**src/design/sdcp_pkg.sv**
```systemverilog
// ----------------------------------------------------------------------------
// sdcp_pkg: shared types and constants of the serial duty command parser
// Character codes, event codes, first-character classes and the structs that
// carry the parser state and one result between the modules.
// ----------------------------------------------------------------------------
package sdcp_pkg;

    // Event codes reported with every result.
    localparam logic [2:0] EV_NONE     = 3'd0;
    localparam logic [2:0] EV_SET      = 3'd1;
    localparam logic [2:0] EV_INVALID  = 3'd2;
    localparam logic [2:0] EV_SAMPLE   = 3'd3;
    localparam logic [2:0] EV_TOO_LONG = 3'd4;

    // Class of the first character of a line.
    localparam logic [1:0] KIND_OTHER = 2'd0;
    localparam logic [1:0] KIND_SET   = 2'd1;
    localparam logic [1:0] KIND_AUTO  = 2'd2;

    // Opcodes of an input transaction.
    localparam logic OP_BYTE   = 1'b0;
    localparam logic OP_SAMPLE = 1'b1;

    // Character codes.
    localparam logic [7:0] CH_CR    = 8'h0D;
    localparam logic [7:0] CH_LF    = 8'h0A;
    localparam logic [7:0] CH_S_UP  = 8'h53;
    localparam logic [7:0] CH_S_LO  = 8'h73;
    localparam logic [7:0] CH_A_UP  = 8'h41;
    localparam logic [7:0] CH_A_LO  = 8'h61;
    localparam logic [7:0] CH_ZERO  = 8'h30;
    localparam logic [7:0] CH_NINE  = 8'h39;

    localparam logic [15:0] DUTY_MAX = 16'd255;

    typedef struct packed {
        logic [1:0]  first_kind;
        logic [15:0] digit_accum;
        logic        digits_ok;
        logic        override_flag;
        logic [7:0]  manual_duty;
        logic [9:0]  last_sample;
    } t_state;

    typedef struct packed {
        logic [2:0] event_code;
        logic [7:0] accepted_value;
        logic [7:0] duty;
        logic       manual_mode;
    } t_result;

endpackage

```
**src/design/serial_duty_command_parser_top.sv**
```systemverilog
// ----------------------------------------------------------------------------
// serial_duty_command_parser_top: serial duty command parser
// Assembles received serial bytes into command lines that pick a manual PWM
// duty or hand control back to the converter sample, which sets sample / 4.
//
// Usage:
//   Input channel (i_valid / o_ready) carries one transaction: a serial byte
//   (i_opcode = 0, i_rx_byte) or a converter sample (i_opcode = 1,
//   i_adc_sample). Every input transaction yields exactly one result on the
//   output channel (o_valid / i_ready): the event code, the accepted value,
//   the duty in force and the manual-mode flag.
//   An accepted transaction is captured in an input register, then the
//   parser logic updates the line state and fills the result register,
//   which drives o_valid and the result until the receiver takes it.
//   Throughput is one transaction per cycle while the receiver keeps up; the
//   state update of the parser is the only loop, so nothing else limits it.
//   When the receiver stalls, the result register holds its value and the
//   input register still takes one more transaction, after which o_ready
//   drops until the result is taken.
//   Reset empties both registers, clears the line, selects sample control
//   and sets the stored sample and the manual duty to zero.
// ----------------------------------------------------------------------------
module serial_duty_command_parser_top #(
    parameter int LINE_BYTES = 16
) (
    input  logic       i_clk,
    input  logic       i_rst_n,
    input  logic       i_valid,
    output logic       o_ready,
    input  logic       i_opcode,
    input  logic [7:0] i_rx_byte,
    input  logic [9:0] i_adc_sample,
    output logic       o_valid,
    input  logic       i_ready,
    output logic [2:0] o_event_code,
    output logic [7:0] o_accepted_value,
    output logic [7:0] o_duty,
    output logic       o_manual_mode
);

    localparam int LW = $clog2(LINE_BYTES);

    // Input register.
    logic       r_in_valid;
    logic       r_opcode;
    logic [7:0] r_rx_byte;
    logic [9:0] r_adc_sample;

    // Parser state.
    logic [LW-1:0]    r_line_len;
    logic [LW-1:0]    n_line_len;
    sdcp_pkg::t_state r_state;
    sdcp_pkg::t_state n_state;

    // Result register.
    logic              r_out_valid;
    sdcp_pkg::t_result r_result;
    sdcp_pkg::t_result n_result;

    logic advance;

    assign advance = r_in_valid && (!r_out_valid || i_ready);
    assign o_ready = !r_in_valid || advance;

    sdcp_step #(
        .LINE_BYTES (LINE_BYTES)
    ) u_step (
        .i_opcode     (r_opcode),
        .i_rx_byte    (r_rx_byte),
        .i_adc_sample (r_adc_sample),
        .i_line_len   (r_line_len),
        .i_state      (r_state),
        .o_line_len   (n_line_len),
        .o_state      (n_state),
        .o_result     (n_result)
    );

    always_ff @(posedge i_clk) begin
        if (!i_rst_n) begin
            r_in_valid <= 1'b0;
        end else if (o_ready) begin
            r_in_valid <= i_valid;
        end
    end

    always_ff @(posedge i_clk) begin
        if (i_valid && o_ready) begin
            r_opcode     <= i_opcode;
            r_rx_byte    <= i_rx_byte;
            r_adc_sample <= i_adc_sample;
        end
    end

    always_ff @(posedge i_clk) begin
        if (!i_rst_n) begin
            r_line_len            <= '0;
            r_state.first_kind    <= sdcp_pkg::KIND_OTHER;
            r_state.digit_accum   <= 16'd0;
            r_state.digits_ok     <= 1'b1;
            r_state.override_flag <= 1'b0;
            r_state.manual_duty   <= 8'd0;
            r_state.last_sample   <= 10'd0;
        end else if (advance) begin
            r_line_len <= n_line_len;
            r_state    <= n_state;
        end
    end

    always_ff @(posedge i_clk) begin
        if (!i_rst_n) begin
            r_out_valid <= 1'b0;
        end else if (advance) begin
            r_out_valid <= 1'b1;
        end else if (i_ready) begin
            r_out_valid <= 1'b0;
        end
    end

    always_ff @(posedge i_clk) begin
        if (advance) begin
            r_result <= n_result;
        end
    end

    assign o_valid          = r_out_valid;
    assign o_event_code     = r_result.event_code;
    assign o_accepted_value = r_result.accepted_value;
    assign o_duty           = r_result.duty;
    assign o_manual_mode    = r_result.manual_mode;

    // A line that sets a duty leaves the block in manual mode at that value.
    a_set_applies: assert property (@(posedge i_clk) disable iff (!i_rst_n)
        (o_valid && o_event_code == sdcp_pkg::EV_SET)
            |-> (o_manual_mode && o_duty == o_accepted_value))
        else $error("duty set did not take effect");

    // Only a duty-set result carries a value.
    a_value_only_on_set: assert property (@(posedge i_clk) disable iff (!i_rst_n)
        (o_valid && o_event_code != sdcp_pkg::EV_SET) |-> (o_accepted_value == 8'd0))
        else $error("accepted value reported without a duty set");

    // Returning to sample control clears manual mode.
    a_sample_mode: assert property (@(posedge i_clk) disable iff (!i_rst_n)
        (o_valid && o_event_code == sdcp_pkg::EV_SAMPLE) |-> !o_manual_mode)
        else $error("sample mode reported while manual");

    // The stored line never reaches the full line length.
    a_line_bound: assert property (@(posedge i_clk) disable iff (!i_rst_n)
        r_line_len <= LW'(LINE_BYTES - 1))
        else $error("line length out of range");

    // A result that was not taken is not overwritten.
    a_no_overrun: assert property (@(posedge i_clk) disable iff (!i_rst_n)
        (o_valid && !i_ready) |=> (o_valid && $stable(r_result)))
        else $error("pending result was overwritten");

endmodule

```
**src/design/sdcp_step.sv**
```systemverilog
// ----------------------------------------------------------------------------
// sdcp_step: next-state and result logic of the command parser
// Takes one transaction and the current parser state and produces the state
// after it together with the result that it reports.
// ----------------------------------------------------------------------------
module sdcp_step #(
    parameter int LINE_BYTES = 16
) (
    input  logic                          i_opcode,
    input  logic [7:0]                    i_rx_byte,
    input  logic [9:0]                    i_adc_sample,
    input  logic [$clog2(LINE_BYTES)-1:0] i_line_len,
    input  sdcp_pkg::t_state              i_state,
    output logic [$clog2(LINE_BYTES)-1:0] o_line_len,
    output sdcp_pkg::t_state              o_state,
    output sdcp_pkg::t_result             o_result
);

    localparam int LW = $clog2(LINE_BYTES);
    localparam logic [LW-1:0] LEN_LAST = LW'(LINE_BYTES - 1);

    logic [15:0] accum_x10;
    logic [15:0] accum_next;
    logic [3:0]  digit_val;

    // Multiply by ten as (x << 3) + (x << 1), wrapping at 16 bits.
    assign digit_val  = 4'(i_rx_byte - sdcp_pkg::CH_ZERO);
    assign accum_x10  = {i_state.digit_accum[12:0], 3'b000}
                      + {i_state.digit_accum[14:0], 1'b0};
    assign accum_next = accum_x10 + {12'd0, digit_val};

    always_comb begin
        o_line_len = i_line_len;
        o_state    = i_state;
        o_result.event_code     = sdcp_pkg::EV_NONE;
        o_result.accepted_value = 8'd0;

        if (i_opcode == sdcp_pkg::OP_SAMPLE) begin
            o_state.last_sample = i_adc_sample;
        end else if (i_rx_byte inside {sdcp_pkg::CH_CR, sdcp_pkg::CH_LF}) begin
            if (i_line_len != '0) begin
                if (i_state.first_kind == sdcp_pkg::KIND_SET) begin
                    if (i_state.digits_ok && i_state.digit_accum <= sdcp_pkg::DUTY_MAX) begin
                        o_state.manual_duty     = i_state.digit_accum[7:0];
                        o_state.override_flag   = 1'b1;
                        o_result.event_code     = sdcp_pkg::EV_SET;
                        o_result.accepted_value = i_state.digit_accum[7:0];
                    end else begin
                        o_result.event_code = sdcp_pkg::EV_INVALID;
                    end
                end else if (i_state.first_kind == sdcp_pkg::KIND_AUTO) begin
                    o_state.override_flag = 1'b0;
                    o_result.event_code   = sdcp_pkg::EV_SAMPLE;
                end
            end
            o_line_len          = '0;
            o_state.first_kind  = sdcp_pkg::KIND_OTHER;
            o_state.digit_accum = 16'd0;
            o_state.digits_ok   = 1'b1;
        end else if (i_line_len < LEN_LAST) begin
            if (i_line_len == '0) begin
                if (i_rx_byte inside {sdcp_pkg::CH_S_UP, sdcp_pkg::CH_S_LO}) begin
                    o_state.first_kind = sdcp_pkg::KIND_SET;
                end else if (i_rx_byte inside {sdcp_pkg::CH_A_UP, sdcp_pkg::CH_A_LO}) begin
                    o_state.first_kind = sdcp_pkg::KIND_AUTO;
                end else begin
                    o_state.first_kind = sdcp_pkg::KIND_OTHER;
                end
            end else if (i_state.digits_ok) begin
                if (i_rx_byte inside {[sdcp_pkg::CH_ZERO:sdcp_pkg::CH_NINE]}) begin
                    o_state.digit_accum = accum_next;
                end else begin
                    o_state.digits_ok = 1'b0;
                end
            end
            o_line_len = i_line_len + LW'(1);
        end else begin
            // The line is full and this byte is not a terminator: drop the line.
            o_line_len          = '0;
            o_state.first_kind  = sdcp_pkg::KIND_OTHER;
            o_state.digit_accum = 16'd0;
            o_state.digits_ok   = 1'b1;
            o_result.event_code = sdcp_pkg::EV_TOO_LONG;
        end

        o_result.manual_mode = o_state.override_flag;
        o_result.duty = o_state.override_flag ? o_state.manual_duty
                                              : o_state.last_sample[9:2];
    end

endmodule

```
**config.mk**
```make
export PLATFORM = sky130hd
export DESIGN_NAME = serial_duty_command_parser_top
export DESIGN_NICKNAME = d
export VERILOG_FILES = /design/src/design/sdcp_pkg.sv /design/src/design/serial_duty_command_parser_top.sv /design/src/design/sdcp_step.sv
export SDC_FILE = /design/constraint.sdc
export NUM_CORES = 1
export LEC_CHECK = 0
export ABC_AREA = 0
export BUFFER_PORTS_ARGS = -buffer_cell sky130_fd_sc_hd__buf_2
export CORE_MARGIN = 2
export CORE_UTILIZATION = 60
export CTS_CLUSTER_SIZE = 16
export DETAILED_ROUTE_END_ITERATION = 16
export PLACE_DENSITY = 0.88
export REMOVE_ABC_BUFFERS = 1
export SYNTH_ARGS = -nofsm -noshare
export SYNTH_HDL_FRONTEND = slang
export SYNTH_HIERARCHICAL = 1
export SYNTH_SLANG_ARGS = --single-unit
```
**constraint.sdc**
```tcl
create_clock -name i_clk -period 3.5 [get_ports i_clk]
set_input_delay 0.7 -clock i_clk [delete_from_list [all_inputs] [get_ports i_clk]]
set_output_delay 0.7 -clock i_clk [all_outputs]
set_load 0.005 [all_outputs]
```
# --- Word-level counts from Yosys, hierarchy flattened ---
# Cells that the tools add are included.
op_classes:
  mux: 30
  n_lt_le_gt_ge: 4
  n_eq_ne: 12
  n_reduce_logical: 20
  n_addsub: 4
  n_bitwise: 5
op_table:
  columns: ["operator", "n"]
  rows:
  - ["$mux 19", 2]
  - ["$mux 9", 4]
  - ["$mux 17", 2]
  - ["$eq 8x7->1 const B", 4]
  - ["$mux 8", 4]
  - ["$add 16x16->16", 1]
  - ["$add 16x4->16", 1]
  - ["$eq 8x4->1 const B", 2]
  - ["$le 16x8->1 const B", 1]
  - ["$mux 16", 1]
  - ["$ne 3x2->1 const B", 4]
  - ["$mux 11", 1]
  - ["$mux 10", 1]
  - ["$mux 2", 5]
  - ["$mux 3", 3]
  - ["$ge 8x6->1 const B", 1]
  - ["$le 8x6->1 const B", 1]
  - ["$mux 4", 2]
  - ["$reduce_bool 2->1", 4]
  - ["$reduce_and 3->1", 2]
  - ["$mux 1", 5]
  - ["$not 1->1", 5]
  - ["$reduce_and 5->1", 1]
  - ["$reduce_or 5->1", 1]
  - ["other kinds (11)", 17]
totals:
  register_bits: 83

# --- Logic depth before layout (Yosys ltp) ---
# Gate-level depths: netlist (run 1).
depth:
  ltp_word: 8
  depth_mapped: 12

# --- Cells and area by module ---
# The synthesis (run 1) kept the hierarchy.
modules_own_cells:
  columns: ["mod", "seq_area_each_um2", "cells_each", "area_per_inst_um2", "n_inst"]
  rows:
  - ["serial_duty_command_parser_top", 2052.0, 230, 2957.8, 1]
  - ["sdcp_step", 0.0, 212, 1711.6, 1]

# --- Worst setup path before layout (run 1) ---
# OpenSTA, ideal clock, no wires.
synth_path:
  kind: "register to register"
  startpoint: "register r_state[20] (netlist bit)"
  endpoint: "register r_state[34] (netlist bit)"
  path_slack_ps: 753
  path_buffers: 0
  arrival_ps: 2623
  stages_incl_launch_ff: 13
  cell_sequence: "dfxtp_1 -> inv_1 -> fa_1 -> inv_1 -> fa_1 -> a211oi_1 -> o21ai_0 -> o2111ai_1 -> a311oi_1 -> xor2_1 -> a22o_1 -> nand2_1 -> mux2i_1"
synth_between:
  elab_chain_len: 7
synth_rtl:
  columns: ["item", "line", "source"]
  rows:
  - ["from (decl)", "serial_duty_command_parser_top.sv:52", "sdcp_pkg::t_state r_state;"]
  - ["from (signal assigned)", "serial_duty_command_parser_top.sv:105", "r_state <= n_state;"]
  - ["$add 16x16->16", "sdcp_step.sv:29", "+ {i_state.digit_accum[14:0], 1'b0};"]
  - ["$add 16x4->16", "sdcp_step.sv:30", "assign accum_next = accum_x10 + {12'd0, digit_val};"]
  - ["$mux 16", "sdcp_step.sv:70", "if (i_rx_byte inside {[sdcp_pkg::CH_ZERO:sdcp_pkg::CH_NINE]}) begin"]
  - ["$mux 17", "sdcp_step.sv:69", "end else if (i_state.digits_ok) begin"]
  - ["$mux 17", "sdcp_step.sv:61", "if (i_line_len == '0) begin"]
  - ["$mux 19", "sdcp_step.sv:60", "end else if (i_line_len < LEN_LAST) begin"]
  - ["$mux 19", "sdcp_step.sv:40", "end else if (i_rx_byte inside {sdcp_pkg::CH_CR, sdcp_pkg::CH_LF}) begin"]
# Every way passes these cells. The select of a mux whose other input is x is not followed.
# A chain may end at the register's enable or synchronous reset.

# --- Worst setup path in the final report (run 1) ---
layout_path:
  startpoint: "register r_state[22] (netlist bit)"
  endpoint: "register r_state[34] (netlist bit)"
# The elaborated chain is that of the path after synthesis.

==> flow_summary.json, run 1 <==
{
  "finalPower_mw": 1.788,
  "clock_latency_ps": 360,
  "post_layout_nonfiller_instances": 571,
  "tightestPinTransition_ps": 934.7,
  "dieArea_um2": 8229,
  "skew_ps": 11.49,
  "p_per_area_nw_per_um2": 363.6,
  "first_global_vias": 3122,
  "crit_end": "r_state[34]",
  "numCtsBuffers": 9,
  "reg2reg_from": "r_state[22]",
  "cp.arrival_ps": 3360,
  "slowest_stage": "fa_1",
  "clkTransAtPathRegs_ps": 90,
  "fin_ws_ps": 356.9,
  "postCtsSetupRepairBufs": 0,
  "dr.pass1.iters": 4,
  "max_freq_mhz": 318.2,
  "routed_wl_um": 8489,
  "die_h_um": 90.72,
  "grt_max_degree": 60,
  "drv_cap": 0,
  "htreeDepth": 3,
  "cp-end-kind": "register",
  "setup_viol": 0,
  "worstSetupStartpoint": "r_state[22]",
  "synth_area_um2": 4512,
  "ios": 45,
  "pwr-share-seq_pct": 56.5,
  "syn-instance-count": 430,
  "worstPathRequired_ps": 3720,
  "numClockSinks": 79,
  "grt-ovfl-total": 0,
  "antenna_left": 0,
  "drtIter0Drc": 189,
  "rsz0062_at_grt": "no",
  "status": "finished, final reports clean",
  "layout.nets": 520,
  "final_max_slew_viol_count": 0,
  "path_buf_inv": 2,
  "rows": 31,
  "r2r_end": "r_state[34]",
  "period_needed_ps": 3143,
  "p_int_mw": 1.337,
  "dp.cells": 555,
  "drc": 0,
  "vdd_drop_max_uv": 290.2,
  "power_frac_clock_pct": 36.4,
  "syn_area_per_cell_um2": 10.49,
  "cp.depth": 12,
  "cts_resized": 0,
  "fp.dieW_um": 90.72,
  "io_buffers": 42,
  "pwr-share-comb_pct": 7.0,
  "fill_cells": 555,
  "cpLargestDelayFamily": "compound AO/OA/AOI/OAI gates",
  "cts-root-buf": "clkbuf_8",
  "start_util_pct": 62.20,
  "switching_share_pct": 25.24,
  "cp-start-kind": "register",
  "grt_pass1_wl_um": 14560,
  "vias": 3190,
  "critPathKind": "register to register",
  "cts_tree": "done",
  "antenna_found_initial": 0,
  "cp_cell_sequence": "inv_1 > fa_1 > inv_1 > fa_1 > a211oi_1 > o21ai_0 > o2111ai_1 > a311oi_1 > xor2_1 > a22o_1 > nand2_1 > mux2i_1",
  "cts_hold_repair.buffers": 0,
  "reg2reg_depth": 12,
  "multi_input_area_um2": 2371,
  "dp_hpwl_um": 5942,
  "fin_tns_setup_ps": 0,
  "clockBufferDepth": 2,
  "post_drt_wl_per_cell_um": 14.87,
  "core-area_um2": 7253,
  "crit_path_max_incr_delay_ps": 500,
  "yosysWarnings": 6,
  "leakage_nw": 2.057,
  "vias_per_cell": 5.587,
  "final-seq-area_um2": 1952,
  "critPathMaxFanout": 6,
  "hold_viol": 0,
  "drive_gt1_share_pct": 20.55,
  "gp_congestion": 0.8832,
  "r2r_slack_ps": 360,
  "antenna_cells": 0,
  "hold_path_class": "register to register",
  "groute.usage.overall_pct": 22.24,
  "slew_headroom_pct": 37.22,
  "dp_slack_ps": 421.1,
  "area.growth.synth_to_final_pct": 8.985,
  "p_switching_mw": 0.4513,
  "fin_crit_sh_pct": 89.80
}
-- worst min-delay path by stage --
stage | end | depth (start not counted) | start
global route | r_adc_sample[5] | 1 | i_adc_sample[5]
detailed placement | r_state[8] | 2 | r_state[8]
floorplan | r_state[10] | 2 | r_state[10]
finish | r_state[3] | 2 | r_state[3]
CTS | r_state[3] | 2 | r_state[3]
global placement | r_state[11] | 2 | r_state[11]
-- placed cells by master (no fill, tap or decap), types with 5 or more instances in the layout --
cell,n
a21o_1,7
a21oi_1,10
a22o_1,16
and2_1,10
buf_2,42
clkbuf_8,10
dfxtp_1,42
edfxtp_1,37
ha_1,28
inv_1,10
mux2_2,24
mux2i_1,39
nand2_1,93
nor2_1,17
o21ai_0,10
xnor2_1,8
xor2_1,5
-- area by class of cell --
type	count	share of cell area (%)
Multi-Input combinational cell	320	48.22
Sequential cell	79	39.69
Timing Repair Buffer	46	4.885
Clock buffer	10	2.799
Tap cell	99	2.519
Clock inverter	6	1.043
Inverter	11	0.8397
-- through the flow --
step / area [um2] / hold slack [ps] / utilization, %
2_1_floorplan: 4364 / 431.3 / -
6_report: 4917 / 463.0 / 67.79
3_5_place_dp: 4728 / 447.3 / 65.19
3_3_place_gp: 4728 / 438.6 / 65.19
4_1_cts: 4917 / 462.5 / 67.79
5_1_grt: 4917 / 488.1 / 67.79
-- tightest hold or removal path, delay by kind of cell, from the launching register on --
kind	cells	cell delay, ps
flip-flops	1	320
AND/OR/NAND/NOR	1	50
multiplexers	1	50
-- metal layers --
metal / vias to the layer above / wire (um) / track usage (%)
li1: 1612 / - / -
met1: 1479 / 3636 / 27.95
met4: 0 / 201 / 11.15
met2: 81 / 4187 / 36.38
met3: 18 / 463 / 4.591
met5: - / 0 / 0
-- power groups by stage --
stage	Combinational [mW]	Sequential, mW	Clock [mW]
finish	0.126	1.01	0.652
global route	0.139	1.01	0.702
CTS	0.127	1.01	0.664
detailed placement	0.126	1.03	0
global placement	0.122	1.03	0
floorplan	0.0702	1.03	0
-- state kept, by name (all words and copies together), names as in the netlist --
register,count
o_accepted_value,8
o_duty,8
o_event_code,3
o_manual_mode,1
o_valid,1
r_adc_sample,8
r_in_valid,1
r_line_len,4
r_opcode,1
r_rx_byte,8
r_state,36
(Power assumes the default switching activity.)
==> run 2, diff against run 1 <==
CORE_UTILIZATION = 54   (was 60)
PLACE_DENSITY = 0.84   (was 0.88)
clock period = 2.7 ns   (was 3.5 ns; I/O delays follow)
==> run 2 against run 1 <==
Against the previous run:
- routed wire length rose by 4.5%
- clock skew is essentially flat
- die area up 11%
- fmax rose by 17%
- total power up 33%
- sequential share of layout area down 1.9 points
- sequential power up 30%
- first-iteration DRC count decreased by 2.1%
- non-clock buffer count is 17 higher
==> flow_summary.json, run 2 (synthesized netlist as in run 1, its figures left out) <==
{
  "groute.usage.overall_pct": 20.39,
  "period_needed_ps": 2690,
  "skew_ps": 11.85,
  "tightestPinTransition_ps": 636.0,
  "fin_crit_sh_pct": 99.64,
  "rsz0062_at_grt": "yes",
  "grt_pass1_wl_um": 14390,
  "ios": 45,
  "setup_viol": 0,
  "highest_layer": "met4",
  "fp.dieW_um": 95.41,
  "final_cell_mix": "nand2_1 (93), buf_2 (42), dfxtp_1 (41)",
  "drive_gt1_share_pct": 25.97,
  "cts_tree": "done",
  "max_freq_mhz": 371.7,
  "finalPower_mw": 2.379,
  "cts-root-buf": "clkbuf_8",
  "critPathMaxFanout": 2,
  "whs_ps": 359.7,
  "crit_path_max_incr_delay_ps": 550,
  "fin_tns_setup_ps": 0,
  "dp_slack_ps": -176.2,
  "leakage_nw": 2.163,
  "grt-ovfl-total": 0,
  "routed_wl_um": 8870,
  "vdd_drop_max_uv": 409.9,
  "drv_cap": 0,
  "slew_headroom_pct": 57.51,
  "final_max_slew_viol_count": 0,
  "cpLargestDelayFamily": "compound AO/OA/AOI/OAI gates",
  "wl_met3_um": 336,
  "dp_hpwl_um": 6032,
  "final_common_cell": "nand2_1",
  "htreeDepth": 3,
  "post_drt_wl_per_cell_um": 14.93,
  "cp-end-kind": "register",
  "layout.nets": 537,
  "largest_register_ffs": 36,
  "die_h_um": 95.41,
  "fin_ws_ps": 9.619,
  "dp.cells": 577,
  "clockBufferDepth": 2,
  "dr.pass1.iters": 4,
  "drtIter0Drc": 185,
  "grt_max_degree": 54,
  "post_layout_nonfiller_instances": 594,
  "path_buf_inv": 2,
  "cp_cell_sequence": "inv_1 > fa_1 > inv_2 > fa_2 > a211oi_2 > o21ai_2 > o2111ai_2 > a311oi_2 > xor2_1 > a22o_1 > nand2_1 > mux2i_1",
  "critPathKind": "register to register",
  "wl_met1_um": 3896,
  "status": "finished, final reports clean",
  "antenna_cells": 0,
  "antenna_found_initial": 0,
  "gp_congestion": 0.8627,
  "antenna_left": 0,
  "area.growth.synth_to_final_pct": 14.53,
  "clock_latency_ps": 350,
  "vias": 3315,
  "slowest_stage": "fa_1",
  "start_util_pct": 55.19,
  "numClockSinks": 79,
  "io_buffers": 42,
  "first_global_vias": 3161,
  "p_per_area_nw_per_um2": 460.3,
  "hold_viol": 0,
  "worstPathRequired_ps": 2930,
  "core-area_um2": 8175,
  "rows": 33,
  "hold_path_class": "input pin to register",
  "top_register": "r_state",
  "cp-start-kind": "register",
  "numCtsBuffers": 9,
  "dieArea_um2": 9102,
  "route.met2.wl_um": 4378,
  "cp.arrival_ps": 2920,
  "drc": 0,
  "fill_cells": 645,
  "clkTransAtPathRegs_ps": 90,
  "vias_per_cell": 5.581
}
[run 2: cell count changes in the layout (fill, tap and decap cells not counted), sizes merged]
cell | before | now
buf | 46 | 63
bufinv | 0 | 1
clkinv | 2 | 3
inv | 14 | 13
clkbuf | 10 | 9
[run 2: layer usage]
layer	track usage [%]	vias to the layer above
li1	-	1647
met1	25.51	1581
met2	33.63	67
met3	4.585	20
met4	9.405	0
met5	0	-
[run 2: stage by stage]
stage	area, um2	util (%)
after CTS	5115	62.57
after global placement	4893	59.86
after detailed placement	4893	59.86
after floorplan	4364	-
final	5167	63.21
after global routing	5167	63.21
[run 2: path summary, 6_finish.rpt]
check,slack [ps],depth (start not counted),start,endpoint
setup / recovery,10,12,r_state[22],r_state[34]
hold / removal,360,1,i_adc_sample[4],r_adc_sample[4]
setup reg to reg,10,12,r_state[22],r_state[34]
hold reg to reg,460,2,r_state[2],r_state[2]
[run 2: cell type report]
cell class	count	area, um2	share of cell area, %
clock buffers	9	123.9	2.397
clock inverters	7	80.08	1.550
inverters	11	41.29	0.7990
multi-input cells	320	2432	47.07
flip-flops and latches	79	1953	37.80
well taps	105	131.4	2.542
repair buffers	63	405.4	7.845
[run 2: report_power, final]
| group | total (mW) | switching, mW | leakage [nW] | internal [mW] |
|---|---|---|---|---|
| registers | 1.31 | 0.0174 | 0.698 | 1.29 |
| logic | 0.175 | 0.0982 | 1.36 | 0.0767 |
| clock network | 0.896 | 0.458 | 0.102 | 0.438 |
[run 2: what timing repair did]
| item | CTS | global route |
|---|---|---|
| pin swaps | 2 | 11 |
| hold buffers | 0 | 0 |
| hold endpoints to repair | 0 | 0 |
| gates resized for setup | 7 | 10 |
| endpoints found under the setup margin | 7 | 8 |
| buffers inserted | 0 | 1 |
